`src/hdl/smpq_pkg.sv`:
```
// ----------------------------------------------------------------------------
// smpq_pkg
// Shared types and constants of the sorted min-priority queue.
// ----------------------------------------------------------------------------
`timescale 1ns / 1ps

package smpq_pkg;

    // Number of slots in the queue
    localparam int CAPACITY = 16;
    localparam int OCC_W    = $clog2(CAPACITY + 1);
    localparam int CNT_W    = 5;

    typedef logic [OCC_W-1:0] t_occ;
    typedef logic [CNT_W-1:0] t_cnt;

    // Request modes
    localparam logic [1:0] MODE_INSERT = 2'd0;
    localparam logic [1:0] MODE_REMOVE = 2'd1;
    localparam logic [1:0] MODE_QUERY  = 2'd2;

    // Response status codes
    localparam logic [1:0] ST_DONE  = 2'd0;
    localparam logic [1:0] ST_EMPTY = 2'd1;
    localparam logic [1:0] ST_FULL  = 2'd2;

    typedef struct packed {
        logic [1:0]         mode;
        logic signed [31:0] item_value;
        logic signed [31:0] item_priority;
    } t_req;

    typedef struct packed {
        logic [1:0]         status;
        logic signed [31:0] removed_value;
        logic signed [31:0] removed_priority;
        logic               is_empty;
        t_cnt               entry_count;
    } t_rsp;

    // Controller to datapath commands
    typedef struct packed {
        logic capture;
        logic execute;
    } t_dp_cmd;

endpackage

```
`src/hdl/smpq_ctrl.sv`:
```
// ----------------------------------------------------------------------------
// smpq_ctrl
// Sequencer: capture a request, run one update of the slot array, then
// present the response for one cycle.
// ----------------------------------------------------------------------------
`timescale 1ns / 1ps

module smpq_ctrl (
    input  logic               i_clk,
    input  logic               i_rst_n,
    input  logic               start,
    output logic               busy,
    output logic               o_valid,
    output smpq_pkg::t_dp_cmd  o_cmd
);

    localparam logic [1:0] S_IDLE = 2'd0;
    localparam logic [1:0] S_EXEC = 2'd1;
    localparam logic [1:0] S_DONE = 2'd2;

    logic [1:0] r_state;
    logic [1:0] n_state;
    logic       accept;

    // A new request may enter while the previous response is on the ports
    assign busy    = (r_state == S_EXEC);
    assign o_valid = (r_state == S_DONE);
    assign accept  = start && !busy;

    assign o_cmd.capture = accept;
    assign o_cmd.execute = (r_state == S_EXEC);

    // Next state
    always_comb begin
        n_state = r_state;
        case (r_state)
            S_IDLE: begin
                if (accept) begin
                    n_state = S_EXEC;
                end
            end
            S_EXEC: begin
                n_state = S_DONE;
            end
            S_DONE: begin
                n_state = accept ? S_EXEC : S_IDLE;
            end
            default: begin
                n_state = S_IDLE;
            end
        endcase
    end

    // State register
    always_ff @(posedge i_clk) begin
        if (!i_rst_n) begin
            r_state <= S_IDLE;
        end else begin
            r_state <= n_state;
        end
    end

endmodule

```
`src/hdl/smpq_dp.sv`:
```
// ----------------------------------------------------------------------------
// smpq_dp
// Slot array kept sorted by priority. Every slot compares its priority with
// the request in parallel and decides locally to hold, take the new entry,
// or take a neighbor's entry.
// ----------------------------------------------------------------------------
`timescale 1ns / 1ps

module smpq_dp (
    input  logic               i_clk,
    input  logic               i_rst_n,
    input  smpq_pkg::t_dp_cmd  i_cmd,
    input  smpq_pkg::t_req     i_req,
    output smpq_pkg::t_rsp     o_rsp
);

    smpq_pkg::t_req     r_req;
    smpq_pkg::t_rsp     r_rsp;
    smpq_pkg::t_rsp     n_rsp;
    smpq_pkg::t_occ     r_occ;
    smpq_pkg::t_occ     n_occ;

    logic signed [31:0] r_val [smpq_pkg::CAPACITY];
    logic signed [31:0] r_pri [smpq_pkg::CAPACITY];
    logic signed [31:0] n_val [smpq_pkg::CAPACITY];
    logic signed [31:0] n_pri [smpq_pkg::CAPACITY];

    logic               ahead [smpq_pkg::CAPACITY];
    logic               is_ins;
    logic               is_rem;
    logic               full;
    logic               empty;
    logic               do_ins;
    logic               do_rem;
    logic               head_lt;

    assign is_ins = (r_req.mode == smpq_pkg::MODE_INSERT);
    assign is_rem = (r_req.mode == smpq_pkg::MODE_REMOVE);
    assign full   = (r_occ == smpq_pkg::t_occ'(smpq_pkg::CAPACITY));
    assign empty  = (r_occ == '0);
    assign do_ins = is_ins && !full;
    assign do_rem = is_rem && !empty;

    // A new entry goes past the head only if the head is strictly smaller
    assign head_lt = !empty && (r_pri[0] < r_req.item_priority);

    // Mark the slots that stay in front of the new entry
    always_comb begin
        ahead[0] = head_lt;
        for (int i = 1; i < smpq_pkg::CAPACITY; i++) begin
            ahead[i] = head_lt && (smpq_pkg::t_occ'(i) < r_occ)
                       && (r_pri[i] <= r_req.item_priority);
        end
    end

    // Next slot contents
    always_comb begin
        for (int i = 0; i < smpq_pkg::CAPACITY; i++) begin
            n_val[i] = r_val[i];
            n_pri[i] = r_pri[i];
        end
        if (do_ins) begin
            if (!ahead[0]) begin
                n_val[0] = r_req.item_value;
                n_pri[0] = r_req.item_priority;
            end
            for (int i = 1; i < smpq_pkg::CAPACITY; i++) begin
                if (!ahead[i]) begin
                    if (ahead[i-1]) begin
                        n_val[i] = r_req.item_value;
                        n_pri[i] = r_req.item_priority;
                    end else begin
                        n_val[i] = r_val[i-1];
                        n_pri[i] = r_pri[i-1];
                    end
                end
            end
        end else if (do_rem) begin
            for (int i = 0; i < smpq_pkg::CAPACITY - 1; i++) begin
                n_val[i] = r_val[i+1];
                n_pri[i] = r_pri[i+1];
            end
        end
    end

    // Next occupancy and response
    always_comb begin
        n_occ = r_occ;
        if (do_ins) begin
            n_occ = r_occ + smpq_pkg::t_occ'(1);
        end else if (do_rem) begin
            n_occ = r_occ - smpq_pkg::t_occ'(1);
        end

        n_rsp.status           = smpq_pkg::ST_DONE;
        n_rsp.removed_value    = '0;
        n_rsp.removed_priority = '0;
        if (is_ins && full) begin
            n_rsp.status = smpq_pkg::ST_FULL;
        end else if (is_rem && empty) begin
            n_rsp.status = smpq_pkg::ST_EMPTY;
        end else if (do_rem) begin
            n_rsp.removed_value    = r_val[0];
            n_rsp.removed_priority = r_pri[0];
        end
        n_rsp.is_empty    = (n_occ == '0);
        n_rsp.entry_count = smpq_pkg::t_cnt'(n_occ);
    end

    // Hold the request for the update cycle
    always_ff @(posedge i_clk) begin
        if (i_cmd.capture) begin
            r_req <= i_req;
        end
    end

    // Update slots and response
    always_ff @(posedge i_clk) begin
        if (i_cmd.execute) begin
            for (int i = 0; i < smpq_pkg::CAPACITY; i++) begin
                r_val[i] <= n_val[i];
                r_pri[i] <= n_pri[i];
            end
            r_rsp <= n_rsp;
        end
    end

    // Occupancy count
    always_ff @(posedge i_clk) begin
        if (!i_rst_n) begin
            r_occ <= '0;
        end else if (i_cmd.execute) begin
            r_occ <= n_occ;
        end
    end

    assign o_rsp = r_rsp;

endmodule

```
`src/hdl/sorted_min_priority_queue.sv`:
```
// ----------------------------------------------------------------------------
// sorted_min_priority_queue
// A taken start loads the capture register; the slot array and response
// register update, then o_valid strobes; a new request may be taken in the
// cycle its predecessor's response is shown. The pace is set by the capture
// register and the single compare-and-shift update of the slot array.
// Reset clears the controller and occupancy; slot contents are not cleared.
// ----------------------------------------------------------------------------
`timescale 1ns / 1ps

module sorted_min_priority_queue (
    input  logic            i_clk,
    input  logic            i_rst_n,
    input  logic            start,
    output logic            busy,
    input  smpq_pkg::t_req  i_req,
    output logic            o_valid,
    output smpq_pkg::t_rsp  o_rsp
);

    smpq_pkg::t_dp_cmd cmd;

    // Sequencer
    smpq_ctrl u_ctrl (
        .i_clk   (i_clk),
        .i_rst_n (i_rst_n),
        .start   (start),
        .busy    (busy),
        .o_valid (o_valid),
        .o_cmd   (cmd)
    );

    // Slot array and response register
    smpq_dp u_dp (
        .i_clk   (i_clk),
        .i_rst_n (i_rst_n),
        .i_cmd   (cmd),
        .i_req   (i_req),
        .o_rsp   (o_rsp)
    );

endmodule

```
`config.mk`:
```
export PLATFORM = sky130hd
export DESIGN_NAME = sorted_min_priority_queue
export DESIGN_NICKNAME = d
export VERILOG_FILES = /design/src/hdl/smpq_pkg.sv /design/src/hdl/smpq_ctrl.sv /design/src/hdl/smpq_dp.sv /design/src/hdl/sorted_min_priority_queue.sv
export SDC_FILE = /design/constraint.sdc
export NUM_CORES = 2
export LEC_CHECK = 0
export ABC_AREA = 1
export BUFFER_PORTS_ARGS = -buffer_cell sky130_fd_sc_hd__buf_2
export CAP_MARGIN = 20
export CORE_MARGIN = 1
export CORE_UTILIZATION = 60
export CTS_CLUSTER_SIZE = 20
export DETAILED_ROUTE_END_ITERATION = 16
export PLACE_DENSITY = 0.75
export SLEW_MARGIN = 20
export SYNTH_ARGS = -nofsm -noshare
export SYNTH_HDL_FRONTEND = slang
export SYNTH_SLANG_ARGS = --single-unit
```
`constraint.sdc`:
```
create_clock -name i_clk -period 17.9 [get_ports i_clk]
set_input_delay 2.685 -clock i_clk [delete_from_list [all_inputs] [get_ports i_clk]]
set_output_delay 2.685 -clock i_clk [all_outputs]
set_load 0.01 [all_outputs]
```
# After elaboration in Yosys (flattened, before gate mapping)
# Memories as Yosys holds them, arrays and structs flattened.
# Index checks and enable logic that the tools add are counted.
# word_totals
register_bits,145
mem_bits_rw,1024
inputBits,69
output_inout_bits,74
elab_cells,171
memories,2
# memory_table
memory,words,width,read_ports,rd_clocked_by_memory_dff,wr,line_no,rtl
u_dp.r_pri,16,32,16,0,16,smpq_dp.sv:24,logic signed [31:0] r_pri [smpq_pkg::CAPACITY];
u_dp.r_val,16,32,16,0,16,smpq_dp.sv:23,logic signed [31:0] r_val [smpq_pkg::CAPACITY];
# classes
add_sub_neg,2
magnitude_cmp,31
n_eq_ne,5
muxes,76
bitwise,1
n_reduce_logical,44
# op_table
op,n
two-way mux 32 bit,64
two-way mux 480 bit,4
less-or-equal comparator 32 bit,15
< comparator 4 x 5 -> 1 bit (first input constant),8
logical AND 1 bit,36
< comparator 32 bit,1
< comparator 3 x 5 -> 1 bit (first input constant),4
logical NOT 5 bit,2
< comparator 2 x 5 -> 1 bit (first input constant),2
two-way mux 5 bit,2
one-hot mux 2 bit (3 select lines),1
adder 5 x 1 -> 5 bit (second input constant),1
== test 5 bit (second input constant),1
< comparator 1 x 5 -> 1 bit (first input constant),1
subtractor 5 x 1 -> 5 bit (second input constant),1
== test 2 x 1 -> 1 bit (second input constant),2
logical NOT 2 bit,2
two-way mux 1 bit,4
logical NOT 1 bit,3
OR reduction 3 bit,1
== test 2 bit (second input constant),1
two-way mux 2 bit,1
inequality test 2 x 1 -> 1 bit (second input constant),1
inverter 1 bit,1

# Depth between registers and ports, before layout
# logic_depth
depth_word,8
depth_mapped,22
ltp_nobuf,20

# Cells and area by module
# Synthesis repeated with hierarchy kept, for this count alone.
# unflattened
hier_cells,9085
hier_area_um2,73395.4
# by_module_without_submodules
mod,instances,cells_per_inst,area_each_um2,seq_area_each_um2
smpq_dp,1,9071,73296.5,34993.6
smpq_ctrl,1,14,98.8,40.0

# Worst setup path before layout
# Ideal clock, no wire load.
# synth_timing
path_kind,flip-flop to flip-flop
start,"register, netlist name u_dp.r_req[5]"
end,"memory u_dp.r_pri[6][0], in the netlist u_dp.r_pri[0][192], enable pin"
setup_time_ns,0.524
arrival_time_ns,6.181
required_ns,17.376
path_slack_ns,11.195
path_stages_with_launch,17
n_path_buf,3
synth_period_minus_slack_ns,6.705
path_cell_list,edfxtp_1 inv_1 clkbuf_1 ha_1 a21oi_1 nor2_1 nor3_1 nand2_1 nand2_1 nand2_1 nand2_2 nand3_2 nand3_4 buf_12 inv_2 buf_2 a31oi_1
# synth_lines
item,line_no
"end, declared",smpq_dp.sv:24

==> impl_metrics.ini <==
[status]
outcome = complete, no violations

[routing]
wirelength_um = 208000
met2_length_um = 90300
via_per_inst = 5.94
vias = 63300
wl_met1_um = 90400
detail_route.wl_per_cell_um = 19.5
wl_met3_um = 22200
drtAntennaViolNets = 0
drt_iter0_drc = 8518
top_layer_used = met4
drcViolationCount = 0
firstDrtPassIters = 6

[power]
power.density_nw_per_um2 = 86.1
ir_drop_mv = 0.0786
switching_power_mw = 1.94
p_leak_nw = 36.7
internal_power_mw = 4.88
p_sw_share_pct = 28.5
pwr-share-clk_pct = 38.8
power_frac_comb_pct = 14.6
pwr-share-seq_pct = 46.6

[grt]
gr-usage-all-layers_pct = 32.3
grt-ovfl-total = 0
grt_pass1_vias = 59200
grt_max_degree = 242
antenna_found_initial = 2
grt_pass1_wl_um = 327000

[timing]
relSlewSlack_pct = 20.4
hold_viol_final = 0
min_period_ns = 5.68
rsz0062_at_grt = false
final-setup-viol-count = 0
fin_tns_setup_ns = 0
worst_slack_ns = 12.22
hold_slack_ns = 0.478
finalClockSkew_ns = 0.0293
tightest_slew_ns = 1.19
min_period_over_period_pct = 31.7
fmax_mhz = 176
slew_viol_final = 0

[synthesis]
synthArstFlopShare_pct = 0
synth_seq_cells = 1169
synth_area_leaders = edfxtp_1, nand2_1, nand3_1, ha_1, inv_1
synth_cell_types = 43
ys_seq_area_share_pct = 47.2
synth_edf_count = 1162
netlist.area_leader.share_pct = 47.0
synth_nets = 9728
syn_avg_cell_area_um2 = 8.11
yosysTopAreaCell = edfxtp_1
yosys_warnings = 0
synth_area_um2 = 74200
synth_top_flop_cell = edfxtp_1
synthCells = 9145

[die]
pin_count = 143
die_w_um = 354
die_y_um = 354
dieArea_um2 = 125000
initial_utilization_pct = 60.7
core_um2 = 122000
rows = 128

[clock_network]
h-tree-depth = 4
clk_pin_slew_ns = 0.07
cts_inserted_buffers = 133
clock_latency_ns = 0.78
postCtsHoldBufs = 0
ctsLongestPathBuffers = 3
cts_setup_buffers = 0
root_buffer = clkbuf_16
cts_tree = yes
cts.repair.resized = 0
clock_sinks = 1169

[worst_setup_path]
critPathCaptureType = flip-flop
cp-start-kind = flip-flop
path_class = reg2reg
rrSetupSlack_ns = 12.22
cp.arrival_ns = 6.14
critPathRequiredTime_ns = 18.36
worstPathMaxFanout = 103

[final_layout]
areaGrowthSynthToFinish_pct = 6.94
design_area_um2 = 79300
nets = 9524
n_fill_cell = 10200
drive_gt1_share_pct = 5.56
antennaDiodeCount = 0
utilization_pct = 64.9

[placement]
pre_cts_ws_ns = 12.39
postPlaceCellArea_um2 = 75100
gp_congestion = 0.907
place_hpwl_um = 135000
numPortBuffers = 142

[hold_path]
min_path_type = reg2reg

[flow_run]
drv_cap = 0
stage by stage:
stage,std cells,power (mW)
after floorplan,9145,3.94
after global placement,10400,4.17
after detailed placement,10400,4.20
after CTS,10700,6.82
after global routing,10700,7.05
final,10700,6.83
final timing paths:
check                                       from  cells after the start                              to
hold / removal    u_ctrl.r_state[0]$_SDFFE_PN0P_                      1  u_ctrl.r_state[0]$_SDFFE_PN0P_
hold reg to reg   u_ctrl.r_state[0]$_SDFFE_PN0P_                      1  u_ctrl.r_state[0]$_SDFFE_PN0P_
setup / recovery        u_dp.r_req[15]$_DFFE_PP_                     20    u_dp.r_pri[1][240]$_DFFE_PP_
setup reg to reg        u_dp.r_req[15]$_DFFE_PP_                     20    u_dp.r_pri[1][240]$_DFFE_PP_
power groups by stage:
stage | logic, mW | registers, mW | clock network, mW
final | 1.00 | 3.18 | 2.65
after global routing | 1.10 | 3.18 | 2.76
after CTS | 0.976 | 3.18 | 2.67
after detailed placement | 0.970 | 3.23 | 0
after global placement | 0.941 | 3.23 | 0
after floorplan | 0.715 | 3.23 | 0
kinds of logic after synthesis:
group	share of synthesized area, %
flip-flops	47.2
buffers and inverters	8.83
AND/OR/NAND/NOR	28.5
AO/OA/AOI/OAI	6.76
XOR/XNOR	0.0354
adder cells (fa/ha/maj)	8.67
sequential cells by signal, indices dropped and copies added, names as in the netlist:
register        cells
u_dp.r_val        512
u_dp.r_occ          5
u_dp.o_rsp         72
u_dp.r_pri        512
u_ctrl.r_state      2
u_dp.r_req         66
per-layer routing:
metal | vias to the layer above | track usage [%]
met2 | 3560 | 48.4
li1 | 30100 | -
met4 | 0 | 9.39
met3 | 333 | 5.47
met5 | - | 0
met1 | 29400 | 48.0
worst max-delay path, stage by stage (launching register included):
cell and delay [ns]:
edfxtp_1 0.37, inv_1 0.07, buf_4 0.39, ha_1 0.33, nand2_1 0.09, inv_1 0.04, nand3_1 0.08, inv_1 0.05
a21oi_1 0.14, nand2_1 0.17, nand2_2 0.14, nand2_1 0.07, nand2_2 0.09, nand3_4 0.53, buf_4 0.56, nor2_4 0.14
buf_4 0.57, nand3_4 0.47, buf_4 0.57, nand2_1 0.18, o21ai_0 0.12
cell type report:
cell class	count	area [um2]	share of cell area, %
Sequential cell	1169	35000	44.2
Multi-Input combinational cell	6416	32900	41.4
Inverter	967	3640	4.59
Clock buffer	161	3500	4.41
Tap cell	1625	2030	2.56
Timing Repair Buffer	254	1620	2.04
Clock inverter	73	624	0.787
cell usage after synthesis (7+ instances only):
library cell	instances
clkbuf_1	280
edfxtp_1	1162
dfxtp_1	7
buf_4	35
buf_1	51
ha_1	514
nand4_1	46
a31oi_1	8
buf_2	182
inv_1	963
nand2_1	3044
o21bai_1	129
buf_6	40
o21ai_1	109
o21ai_0	279
nor2_1	234
nor3_1	20
a21o_1	13
o21a_1	21
a21oi_1	346
nand3_1	1604
placed cells by master, fill, tap and decap left out, drive strengths merged, types with 2 or more instances in the layout:
master / netlist / routed
nand2: 3049 / 3049
nand3: 1606 / 1606
edfxtp: 1162 / 1162
inv: 967 / 970
ha: 514 / 514
o21ai: 388 / 388
a21oi: 347 / 347
buf: 310 / 254
nor2: 244 / 244
clkbuf: 283 / 161
o21bai: 129 / 129
clkinv: 0 / 52
nand4: 51 / 51
o21a: 21 / 21
nor3: 20 / 20
a21o: 13 / 13
clkinvlp: 0 / 11
a31oi: 8 / 8
bufinv: 0 / 7
dfxtp: 7 / 7
and3: 5 / 5
o211ai: 4 / 4
nor4: 4 / 4
nand3b: 4 / 4
xor2: 3 / 3
nor3b: 2 / 2
a21boi: 2 / 2
(Power assumes the default switching activity.)
